[config.mk]
export PLATFORM = sky130hd
export DESIGN_NAME = tangent_range_height_finder
export DESIGN_NICKNAME = d
export VERILOG_FILES = /design/src/hdl/trhf_pkg.sv /design/src/hdl/trhf_div.sv /design/src/hdl/trhf_dp.sv /design/src/hdl/trhf_ctrl.sv /design/src/hdl/tangent_range_height_finder.sv
export SDC_FILE = /design/constraint.sdc
export NUM_CORES = 2
export LEC_CHECK = 0
export BUFFER_PORTS_ARGS = -buffer_cell sky130_fd_sc_hd__clkbuf_2
export CAP_MARGIN = 20
export CORE_MARGIN = 2
export CORE_UTILIZATION = 45
export DETAILED_ROUTE_END_ITERATION = 6
export HOLD_SLACK_MARGIN = 0.12
export SLEW_MARGIN = 5
export SYNTH_ARGS = -nofsm -noshare
export SYNTH_HDL_FRONTEND = slang
export SYNTH_SLANG_ARGS = --single-unit
export TNS_END_PERCENT = 100
[constraint.sdc]
create_clock -name clock -period 9.6 [get_ports clock]
set_clock_uncertainty 0.05 [all_clocks]
set_input_delay 0.48 -clock clock [delete_from_list [all_inputs] [get_ports clock]]
set_output_delay 0.48 -clock clock [all_outputs]
set_load 0.005 [all_outputs]
[src/hdl/trhf_pkg.sv]
// shared types and constants for the tangent range and height finder
`timescale 1ns / 1ps

package trhf_pkg;

   // input angle, configuration, output and internal widths
   localparam int ANGLE_W  = 17;
   localparam int HEIGHT_W = 23;
   localparam int DEPTH_W  = 5;
   localparam int OUT_W    = 48;
   localparam int TAN_W    = 39;
   localparam int DIV_W    = 64;

   // largest accepted angle, 1.4 rad in Q1.16
   localparam logic [ANGLE_W-1:0] ANGLE_MAX = 17'd91750;
   // 1.0 in Q.30
   localparam logic [DIV_W-1:0] Q30_ONE = 64'd1 << 30;
   // saturation values
   localparam logic [OUT_W-1:0] OUT_MAX = {OUT_W{1'b1}};
   localparam logic [TAN_W-1:0] TAN_SAT = {TAN_W{1'b1}};

   // register addresses on the csr port
   localparam logic REG_INSTR_HEIGHT = 1'b0;
   localparam logic REG_FRAC_DEPTH   = 1'b1;

   // datapath operations issued by the controller
   typedef enum logic [3:0] {
      OP_NONE,
      OP_LOAD,
      OP_TAN_INIT,
      OP_TERM_DIV,
      OP_TERM_END,
      OP_TAN_SAT,
      OP_FINAL_DIV,
      OP_FINAL_END,
      OP_DIST_DIV,
      OP_DIST_SAT,
      OP_DIST_END,
      OP_SEL_BETA,
      OP_MUL_START,
      OP_HEIGHT_END
   } trhf_op_type;

   // datapath status seen by the controller
   typedef struct packed {
      logic div_done;
      logic mul_done;
      logic k_zero;
      logic f_ge_base;
      logic f_ge_one;
      logic t_zero;
      logic want_h;
      logic bad;
      logic beta_sel;
   } trhf_stat_type;

endpackage

[src/hdl/trhf_div.sv]
// restoring radix-2 divider, one quotient bit per cycle
`timescale 1ns / 1ps

module trhf_div
   import trhf_pkg::*;
(
   input  logic             clock,
   input  logic             reset,
   input  logic             start,
   input  logic [DIV_W-1:0] num,
   input  logic [DIV_W-1:0] den,
   output logic [DIV_W-1:0] quo,
   output logic             done
);

   localparam int CW = $clog2(DIV_W + 1);

   logic [DIV_W:0]   rem_ff, rem_in;
   logic [DIV_W-1:0] quo_ff, quo_in;
   logic [DIV_W-1:0] den_ff;
   logic [CW-1:0]    cnt_ff, cnt_in;
   logic             busy_ff, busy_in;
   logic             done_ff, done_in;
   logic [DIV_W:0]   trial;
   logic [DIV_W:0]   diff;

   // operand load on start, else one shift and subtract step
   always_comb begin
      trial   = {rem_ff[DIV_W-1:0], quo_ff[DIV_W-1]};
      diff    = trial - {1'b0, den_ff};
      rem_in  = rem_ff;
      quo_in  = quo_ff;
      cnt_in  = cnt_ff;
      busy_in = busy_ff;
      done_in = 1'b0;
      if (start) begin
         rem_in  = '0;
         quo_in  = num;
         cnt_in  = CW'(DIV_W);
         busy_in = 1'b1;
      end else if (busy_ff) begin
         if (!diff[DIV_W]) begin
            rem_in = diff;
            quo_in = {quo_ff[DIV_W-2:0], 1'b1};
         end else begin
            rem_in = trial;
            quo_in = {quo_ff[DIV_W-2:0], 1'b0};
         end
         cnt_in = cnt_ff - 1'b1;
         if (cnt_ff == CW'(1)) begin
            busy_in = 1'b0;
            done_in = 1'b1;
         end
      end
   end

   always_ff @(posedge clock) begin
      if (reset) begin
         busy_ff <= 1'b0;
         done_ff <= 1'b0;
         cnt_ff  <= '0;
      end else begin
         busy_ff <= busy_in;
         done_ff <= done_in;
         cnt_ff  <= cnt_in;
      end
      rem_ff <= rem_in;
      quo_ff <= quo_in;
      if (start) begin
         den_ff <= den;
      end
   end

   assign quo  = quo_ff;
   assign done = done_ff;

endmodule

[src/hdl/trhf_dp.sv]
// datapath: angle registers, continued fraction, distance and height
`timescale 1ns / 1ps

module trhf_dp
   import trhf_pkg::*;
#(
   parameter int MAX_DEPTH = 16
) (
   input  logic                clock,
   input  logic                reset,
   input  trhf_op_type         op,
   input  logic [ANGLE_W-1:0]  alpha_in,
   input  logic [ANGLE_W-1:0]  beta_in,
   input  logic [HEIGHT_W-1:0] h,
   input  logic [DEPTH_W-1:0]  depth,
   output trhf_stat_type       stat,
   output logic [OUT_W-1:0]    distance,
   output logic [OUT_W-1:0]    object_height,
   output logic                height_valid,
   output logic                status
);

   localparam int KW = $clog2(MAX_DEPTH + 1);
   localparam int MW = OUT_W + TAN_W + 1;
   localparam int MCW = $clog2(TAN_W + 1);

   logic [ANGLE_W-1:0] alpha_ff, beta_ff;
   logic [2*ANGLE_W-1:0] x2_ff;
   logic [DIV_W-1:0]   f_ff;
   logic [KW-1:0]      k_ff;
   logic [TAN_W-1:0]   t_ff;
   logic [OUT_W-1:0]   dist_ff, hgt_ff;
   logic               hval_ff, bad_ff, sel_ff;
   logic [MW-1:0]      acc_ff;
   logic [MCW-1:0]     mcnt_ff;
   logic               mbusy_ff, mdone_ff;

   logic [ANGLE_W-1:0] cur_a;
   logic [DIV_W-1:0]   base;
   logic [KW-1:0]      k_start;
   logic               div_start, div_done;
   logic [DIV_W-1:0]   div_num, div_den, div_q;
   logic [MW-33:0]     prod_hi;
   logic [OUT_W-1:0]   prod_sat;
   logic [OUT_W:0]     hsum;
   logic               bad_now;

   assign cur_a = sel_ff ? beta_ff : alpha_ff;
   assign base  = DIV_W'({k_ff, 1'b1}) << 30;

   // effective depth, zero acts as one and large values clamp
   always_comb begin
      if (depth == '0) begin
         k_start = KW'(1);
      end else if ({1'b0, depth} > (DEPTH_W+1)'(MAX_DEPTH)) begin
         k_start = KW'(MAX_DEPTH);
      end else begin
         k_start = KW'(depth);
      end
   end

   // range check of the incoming angles
   assign bad_now = (alpha_in == '0) || (alpha_in > ANGLE_MAX) ||
                    ((beta_in != '0) && (beta_in > ANGLE_MAX));

   // divider operand select
   always_comb begin
      div_start = 1'b0;
      div_num   = '0;
      div_den   = '0;
      case (op)
         OP_TERM_DIV: begin
            div_start = 1'b1;
            div_num   = DIV_W'(x2_ff) << 28;
            div_den   = base - f_ff;
         end
         OP_FINAL_DIV: begin
            div_start = 1'b1;
            div_num   = DIV_W'(cur_a) << 46;
            div_den   = Q30_ONE - f_ff;
         end
         OP_DIST_DIV: begin
            div_start = 1'b1;
            div_num   = DIV_W'(h) << 32;
            div_den   = DIV_W'(t_ff);
         end
         default: begin
            div_start = 1'b0;
         end
      endcase
   end

   trhf_div u_div (
      .clock (clock),
      .reset (reset),
      .start (div_start),
      .num   (div_num),
      .den   (div_den),
      .quo   (div_q),
      .done  (div_done)
   );

   // height from the product, saturated twice
   always_comb begin
      prod_hi  = acc_ff[MW-1:32];
      prod_sat = (prod_hi > (MW-32)'(OUT_MAX)) ? OUT_MAX : prod_hi[OUT_W-1:0];
      hsum     = {1'b0, prod_sat} + (OUT_W+1)'(h);
   end

   // datapath registers
   always_ff @(posedge clock) begin
      if (reset) begin
         mbusy_ff <= 1'b0;
         mdone_ff <= 1'b0;
         sel_ff   <= 1'b0;
      end else begin
         if (op == OP_MUL_START) begin
            mbusy_ff <= 1'b1;
            mdone_ff <= 1'b0;
         end else if (mbusy_ff && mcnt_ff == '0) begin
            mbusy_ff <= 1'b0;
            mdone_ff <= 1'b1;
         end else begin
            mdone_ff <= 1'b0;
         end
         if (op == OP_LOAD) begin
            sel_ff <= 1'b0;
         end else if (op == OP_SEL_BETA) begin
            sel_ff <= 1'b1;
         end
      end
      // serial multiply, tangent bits from the top
      if (op == OP_MUL_START) begin
         acc_ff  <= '0;
         mcnt_ff <= MCW'(TAN_W - 1);
      end else if (mbusy_ff) begin
         acc_ff  <= (acc_ff << 1) + (t_ff[mcnt_ff[$clog2(TAN_W)-1:0]] ?
                    MW'(dist_ff) : '0);
         mcnt_ff <= mcnt_ff - 1'b1;
      end
      case (op)
         OP_LOAD: begin
            alpha_ff <= alpha_in;
            beta_ff  <= beta_in;
            bad_ff   <= bad_now;
            dist_ff  <= '0;
            hgt_ff   <= '0;
            hval_ff  <= 1'b0;
         end
         OP_TAN_INIT: begin
            x2_ff <= cur_a * cur_a;
            f_ff  <= Q30_ONE;
            k_ff  <= k_start;
         end
         OP_TERM_END: begin
            f_ff <= div_q;
            k_ff <= k_ff - 1'b1;
         end
         OP_TAN_SAT: begin
            t_ff <= TAN_SAT;
         end
         OP_FINAL_END: begin
            t_ff <= (div_q > DIV_W'(TAN_SAT)) ? TAN_SAT : div_q[TAN_W-1:0];
         end
         OP_DIST_SAT: begin
            dist_ff <= OUT_MAX;
         end
         OP_DIST_END: begin
            dist_ff <= (div_q > DIV_W'(OUT_MAX)) ? OUT_MAX : div_q[OUT_W-1:0];
         end
         OP_HEIGHT_END: begin
            hgt_ff  <= hsum[OUT_W] ? OUT_MAX : hsum[OUT_W-1:0];
            hval_ff <= 1'b1;
         end
         default: begin
         end
      endcase
   end

   assign stat.div_done  = div_done;
   assign stat.mul_done  = mdone_ff;
   assign stat.k_zero    = (k_ff == '0);
   assign stat.f_ge_base = (f_ff >= base);
   assign stat.f_ge_one  = (f_ff >= Q30_ONE);
   assign stat.t_zero    = (t_ff == '0);
   assign stat.want_h    = (beta_ff != '0);
   assign stat.bad       = bad_ff;
   assign stat.beta_sel  = sel_ff;

   assign distance      = dist_ff;
   assign object_height = hgt_ff;
   assign height_valid  = hval_ff;
   assign status        = bad_ff;

endmodule

[src/hdl/trhf_ctrl.sv]
// controller: sequences the tangent, distance and height steps
`timescale 1ns / 1ps

module trhf_ctrl
   import trhf_pkg::*;
(
   input  logic          clock,
   input  logic          reset,
   input  logic          req_fire,
   input  logic          out_free,
   input  trhf_stat_type stat,
   output trhf_op_type   op,
   output logic          ready,
   output logic          out_load
);

   typedef enum logic [3:0] {
      S_IDLE,
      S_INIT,
      S_TERM,
      S_TERM_WAIT,
      S_FINAL,
      S_FINAL_WAIT,
      S_TAN_DONE,
      S_DIST_WAIT,
      S_DIST_NEXT,
      S_MUL_WAIT,
      S_DONE
   } state_type;

   state_type state_ff, state_in;
   logic      ready_ff;

   // next state and operation
   always_comb begin
      state_in = state_ff;
      op       = OP_NONE;
      out_load = 1'b0;
      unique case (state_ff)
         S_IDLE: begin
            if (req_fire) begin
               op       = OP_LOAD;
               state_in = S_INIT;
            end
         end
         S_INIT: begin
            if (stat.bad) begin
               state_in = S_DONE;
            end else begin
               op       = OP_TAN_INIT;
               state_in = S_TERM;
            end
         end
         S_TERM: begin
            if (stat.k_zero) begin
               state_in = S_FINAL;
            end else if (stat.f_ge_base) begin
               op       = OP_TAN_SAT;
               state_in = S_TAN_DONE;
            end else begin
               op       = OP_TERM_DIV;
               state_in = S_TERM_WAIT;
            end
         end
         S_TERM_WAIT: begin
            if (stat.div_done) begin
               op       = OP_TERM_END;
               state_in = S_TERM;
            end
         end
         S_FINAL: begin
            if (stat.f_ge_one) begin
               op = OP_TAN_SAT;
               state_in = S_TAN_DONE;
            end else begin
               op       = OP_FINAL_DIV;
               state_in = S_FINAL_WAIT;
            end
         end
         S_FINAL_WAIT: begin
            if (stat.div_done) begin
               op       = OP_FINAL_END;
               state_in = S_TAN_DONE;
            end
         end
         S_TAN_DONE: begin
            if (stat.beta_sel) begin
               op       = OP_MUL_START;
               state_in = S_MUL_WAIT;
            end else if (stat.t_zero) begin
               op       = OP_DIST_SAT;
               state_in = S_DIST_NEXT;
            end else begin
               op       = OP_DIST_DIV;
               state_in = S_DIST_WAIT;
            end
         end
         S_DIST_WAIT: begin
            if (stat.div_done) begin
               op       = OP_DIST_END;
               state_in = S_DIST_NEXT;
            end
         end
         S_DIST_NEXT: begin
            if (stat.want_h) begin
               op       = OP_SEL_BETA;
               state_in = S_INIT;
            end else begin
               state_in = S_DONE;
            end
         end
         S_MUL_WAIT: begin
            if (stat.mul_done) begin
               op       = OP_HEIGHT_END;
               state_in = S_DONE;
            end
         end
         S_DONE: begin
            if (out_free) begin
               out_load = 1'b1;
               state_in = S_IDLE;
            end
         end
         default: begin
            state_in = S_IDLE;
         end
      endcase
   end

   // state and registered ready
   always_ff @(posedge clock) begin
      if (reset) begin
         state_ff <= S_IDLE;
         ready_ff <= 1'b0;
      end else begin
         state_ff <= state_in;
         ready_ff <= (state_in == S_IDLE);
      end
   end

   assign ready = ready_ff;

   a_ready_idle: assert property (@(posedge clock) disable iff (reset)
      ready_ff |-> state_ff == S_IDLE)
      else $error("ready outside idle");

   a_div_wait: assert property (@(posedge clock) disable iff (reset)
      stat.div_done |-> (state_ff == S_TERM_WAIT || state_ff == S_FINAL_WAIT ||
                         state_ff == S_DIST_WAIT))
      else $error("divider finished outside a wait state");

   a_load_done: assert property (@(posedge clock) disable iff (reset)
      out_load |=> state_ff == S_IDLE)
      else $error("result load did not return to idle");

endmodule

[src/hdl/tangent_range_height_finder.sv]
// top level: csr registers, controller, datapath and result register
//
// Usage: an input beat on req_ carries angle_alpha and angle_beta (Q1.16
// radians). One result beat on rsp_ follows per input beat, carrying the
// distance, object height, height valid flag and range status.
// instrument_height (address 0) and fraction_depth (address 4) are written
// over the csr port; the user must write them only while the block is idle;
// the block itself does not enforce this. Each tangent takes up to depth+1
// serial divisions; the distance adds one division and the height a
// shift-add multiply. An out of range angle skips these steps. The shared
// radix-2 divider does every division, and one item is worked on at a time.
// Reset returns the registers to 1.5 m and depth 14 and empties the block.
// While the receiver stalls, a finished result waits in the output register
// and the next item is accepted and computed; it is held until the slot frees.
`timescale 1ns / 1ps

module tangent_range_height_finder
   import trhf_pkg::*;
#(
   parameter int MAX_DEPTH = 16
) (
   input  logic         clock,
   input  logic         reset,
   // req_tdata: angle_alpha[16:0], angle_beta[33:17], zero pad
   input  logic         req_tvalid,
   output logic         req_tready,
   input  logic [39:0]  req_tdata,
   // rsp_tdata: distance[47:0], object_height[95:48], height_valid[96],
   // status[97], zero pad
   output logic         rsp_tvalid,
   input  logic         rsp_tready,
   output logic [103:0] rsp_tdata,
   input  logic         csr_psel,
   input  logic         csr_penable,
   input  logic         csr_pwrite,
   input  logic [2:0]   csr_paddr,
   input  logic [31:0]  csr_pwdata,
   output logic [31:0]  csr_prdata,
   output logic         csr_pready
);

   logic [HEIGHT_W-1:0] h_ff;
   logic [DEPTH_W-1:0]  depth_ff;
   logic                rsp_valid_ff;
   logic [97:0]         rsp_data_ff;
   logic                req_fire, out_free, out_load, cfg_wr;
   trhf_op_type         op;
   trhf_stat_type       stat;
   logic [OUT_W-1:0]    distance, object_height;
   logic                height_valid, status;

   assign req_fire   = req_tvalid && req_tready;
   assign out_free   = !rsp_valid_ff || rsp_tready;
   assign csr_pready = 1'b1;
   assign cfg_wr     = csr_psel && csr_penable && csr_pwrite;

   // configuration registers
   always_ff @(posedge clock) begin
      if (reset) begin
         h_ff     <= HEIGHT_W'(98304);
         depth_ff <= DEPTH_W'(14);
      end else if (cfg_wr) begin
         unique case (csr_paddr[2])
            REG_INSTR_HEIGHT: h_ff     <= csr_pwdata[HEIGHT_W-1:0];
            REG_FRAC_DEPTH:   depth_ff <= csr_pwdata[DEPTH_W-1:0];
            default: begin
            end
         endcase
      end
   end

   // register read back
   always_comb begin
      unique case (csr_paddr[2])
         REG_INSTR_HEIGHT: csr_prdata = 32'(h_ff);
         REG_FRAC_DEPTH:   csr_prdata = 32'(depth_ff);
         default:          csr_prdata = '0;
      endcase
   end

   trhf_ctrl u_ctrl (
      .clock    (clock),
      .reset    (reset),
      .req_fire (req_fire),
      .out_free (out_free),
      .stat     (stat),
      .op       (op),
      .ready    (req_tready),
      .out_load (out_load)
   );

   trhf_dp #(
      .MAX_DEPTH (MAX_DEPTH)
   ) u_dp (
      .clock         (clock),
      .reset         (reset),
      .op            (op),
      .alpha_in      (req_tdata[16:0]),
      .beta_in       (req_tdata[33:17]),
      .h             (h_ff),
      .depth         (depth_ff),
      .stat          (stat),
      .distance      (distance),
      .object_height (object_height),
      .height_valid  (height_valid),
      .status        (status)
   );

   // result beat register
   always_ff @(posedge clock) begin
      if (reset) begin
         rsp_valid_ff <= 1'b0;
      end else if (out_load) begin
         rsp_valid_ff <= 1'b1;
      end else if (rsp_tready) begin
         rsp_valid_ff <= 1'b0;
      end
      if (out_load) begin
         rsp_data_ff <= {status, height_valid, object_height, distance};
      end
   end

   assign rsp_tvalid = rsp_valid_ff;
   assign rsp_tdata  = {6'd0, rsp_data_ff};

   a_load_free: assert property (@(posedge clock) disable iff (reset)
      out_load |-> out_free)
      else $error("result loaded over a waiting beat");

   a_status_clear: assert property (@(posedge clock) disable iff (reset)
      out_load && status |-> distance == '0 && !height_valid)
      else $error("out of range result carries data");

   a_hval_beta: assert property (@(posedge clock) disable iff (reset)
      out_load && height_valid |-> stat.want_h)
      else $error("height valid without beta");

endmodule

==> impl_results.md <==
- Status: complete, no violations
- Top Ports: 221
- Grt ovf: 0
- Global-route wire length before repair: 187000 um
- Cts repair resizes: 0
- Final setup vio count: 0
- Vias: 34001
- Place WS: 1420 ps
- Critical path arrival: 8600 ps
- Commonest non-fill, non-tap cells in the layout: edfxtp_1, inv_1, nand2_1
- Most common cell after layout, fill and taps aside: edfxtp_1
- Routed wire length: 118000 um
- Detailed Routing Iterations Pass 1: 6
- Number of flops mapped to enable cells by yosys: 499
- Largest net degree at the start of global routing: 128
- DRC errors left: 0
- Clk root buf: clkbuf_16
- Rows: 116
- Number of fill cells: 9251
- Asr flop ratio synth: 0%
- Total CTS buffers: 80
- Clock buffer depth: 3
- Avg Cell Area, Syn: 9.82 sq um
- GRT Util Overall: 22.9%
- Dpl hpwl: 85400 um
- Worst-path maximum fanout: 14
- Path category of the worst min-delay check: input pin to flop
- Reg clk slew, reported paths: 60 ps
- Family with the most delay on the worst path: adder cells
- Sequential area share after synthesis: 41.9%
- Final critical-path share of the clock period: 86.0%
- Placed cell areas: 0.0475 sq mm
- Area of the core: 0.100 sq mm
- Non-filler instance count after layout: 6169
- Ant. Diodes: 0
- Main synth FF type: edfxtp_1
- Fmax: 0.121 GHz
- CP startpoint kind: flop
- Layout area overhead: 11.8%
- YS warnings: 0
- DR iter-0 viols: 2343
- Ranking of synthesized cells by area: edfxtp_1, dfxtp_1, fa_1
- Final Max Tran Viols: 0
- Initial cell density of the core: 45.4%
- # Max-Cap Violations: 0
- Crit path top cell by count: inv_1
- Final setup margin: 1340 ps
- Slew HR: 36.7%
- Die Wd: 322 um
- Synth Cell Area: 0.0455 sq mm
- Worst slew pin tran: 949 ps
- Final setup TNS: 0 ps
- Wire per inst: 19.1 um
- Synth cell types: 102
- Top cell type's share of synthesized area: 33.0%
- Clock Latency Late Sink: 660 ps
- Postcts setup bufs: 0
- Share of layout cells above drive strength 1: 9.71%
- Die Ht: 322 um
- Placed Cells: 5958
- WP buf/inv: 6
- Final instance area: 0.0508 sq mm
- Min cycle time layout: 8260 ps
- CP peak stage delay: 720 ps
- DIE AREA: 0.104 sq mm
- Crit Path Category: flop to flop
- FF+latch count, synth: 703
- Nets: 5329
- WP data required: 9940 ps
- RSZ-0062 raised after global routing: no
- Post-CTS Hold Buffers: 57
- Worst Setup End Kind: flop
- Area leader, netlist: edfxtp_1
- Slowest CP cell: dfxtp_1
- Initial antenna violation count: 2
- Clk sinks: 703
- Final ANT Viol Nets: 0
- Vias in the first global route: 33506
- Final hold violation count: 0
- Post-DR vias/cell: 5.51
- Clock H-tree levels: 3
- TritonCTS clock tree: done
- PortBufs: 187
- GPL Wtd Cong: 0.904
- Cells after synthesis: 4630
## layout make-up
class	instances	area [sq um]	area share, %
multi-input cells	3286	23900	47.0
flip-flops and latches	703	19100	37.5
clock buffers	107	2220	4.38
repair buffers	304	2010	3.95
well taps	1298	1620	3.20
inverters	428	1610	3.16
clock inverters	43	392	0.771
## metal layers
| layer | part of all wire [%] | GRT usage (%) |
|---|---|---|
| met5 | 0 | 0 |
| met4 | 2.7 | 7.40 |
| met3 | 5.5 | 3.26 |
| met2 | 47 | 37.1 |
| met1 | 45 | 31.6 |
## kinds of logic after synthesis
family | count (synthesis) | share of synthesized area (%)
muxes | 98 | 2.53
adders and majority gates | 444 | 15.4
xor gates and xnor gates | 237 | 4.60
DFF | 703 | 41.9
buffers and inverters | 680 | 6.01
other | 2 | 0.0165
AOI/OAI and AO/OA | 1083 | 14.5
and+or+nand+nor | 1383 | 14.9
## Yosys cell counts (88+ instances only)
cell type  instances
a21o_1            89
edfxtp_1         499
ha_1             249
fa_1             195
a21oi_1          407
inv_1            425
and2_1           157
xor2_1            88
nor2_1           319
clkbuf_1         180
dfxtp_1          204
xnor2_1          147
o21ai_0          271
nand2_1          425
## final timing paths
path	from	end	slack [ps]	cells past startpoint
max	u_dp.sel_ff	u_dp.x2_ff[33]	1340	25
min	reset	rsp_tvalid	360	3
max reg2reg	u_dp.sel_ff	u_dp.x2_ff[33]	1340	25
min reg2reg	u_dp.object_height[40]	rsp_data_ff[88]	370	0
## worst reg2reg max path, cell delays in order (launching register included)
cell and delay (ps):
dfxtp_1 720, mux2i_1 590, inv_1 490, nand2_1 230
inv_1 80, fa_1 540, inv_1 50, fa_1 470
inv_1 40, ha_1 280, ha_1 320, fa_1 530
inv_1 50, fa_1 530, inv_1 50, ha_1 210
nor3_1 320, o21ai_0 220, a21oi_1 430, o21ai_1 210
a211o_1 340, o31ai_1 390, o211ai_1 250, a221o_1 330
a21oi_1 210, xnor2_1 80
## metrics by stage
stage / util [%] / hold WS, ps
final: 50.7 / 364
after global routing: 50.7 / 372
after CTS: 50.7 / 325
after detailed placement: 47.5 / 355
after global placement: 47.5 / 353
after floorplan: - / 350
## sequential cells by signal, indices dropped and copies added (netlist names), 6 cells and up
| name | count |
|---|---|
| h_ff | 23 |
| u_dp.u_div.cnt_ff | 7 |
| u_dp.distance | 48 |
| u_dp.acc_ff | 88 |
| u_dp.t_ff | 39 |
| u_dp.u_div.den_ff | 64 |
| u_dp.u_div.quo | 64 |
| u_dp.f_ff | 64 |
| rsp_data_ff | 98 |
| u_dp.object_height | 48 |
| u_dp.mcnt_ff | 6 |
| u_dp.alpha_ff | 17 |
| u_dp.x2_ff | 33 |
| u_dp.u_div.rem_ff | 64 |
| u_dp.beta_ff | 17 |
Power is not shown: default switching activity piles up to over one toggle a cycle in this logic, so the estimate is an artifact.
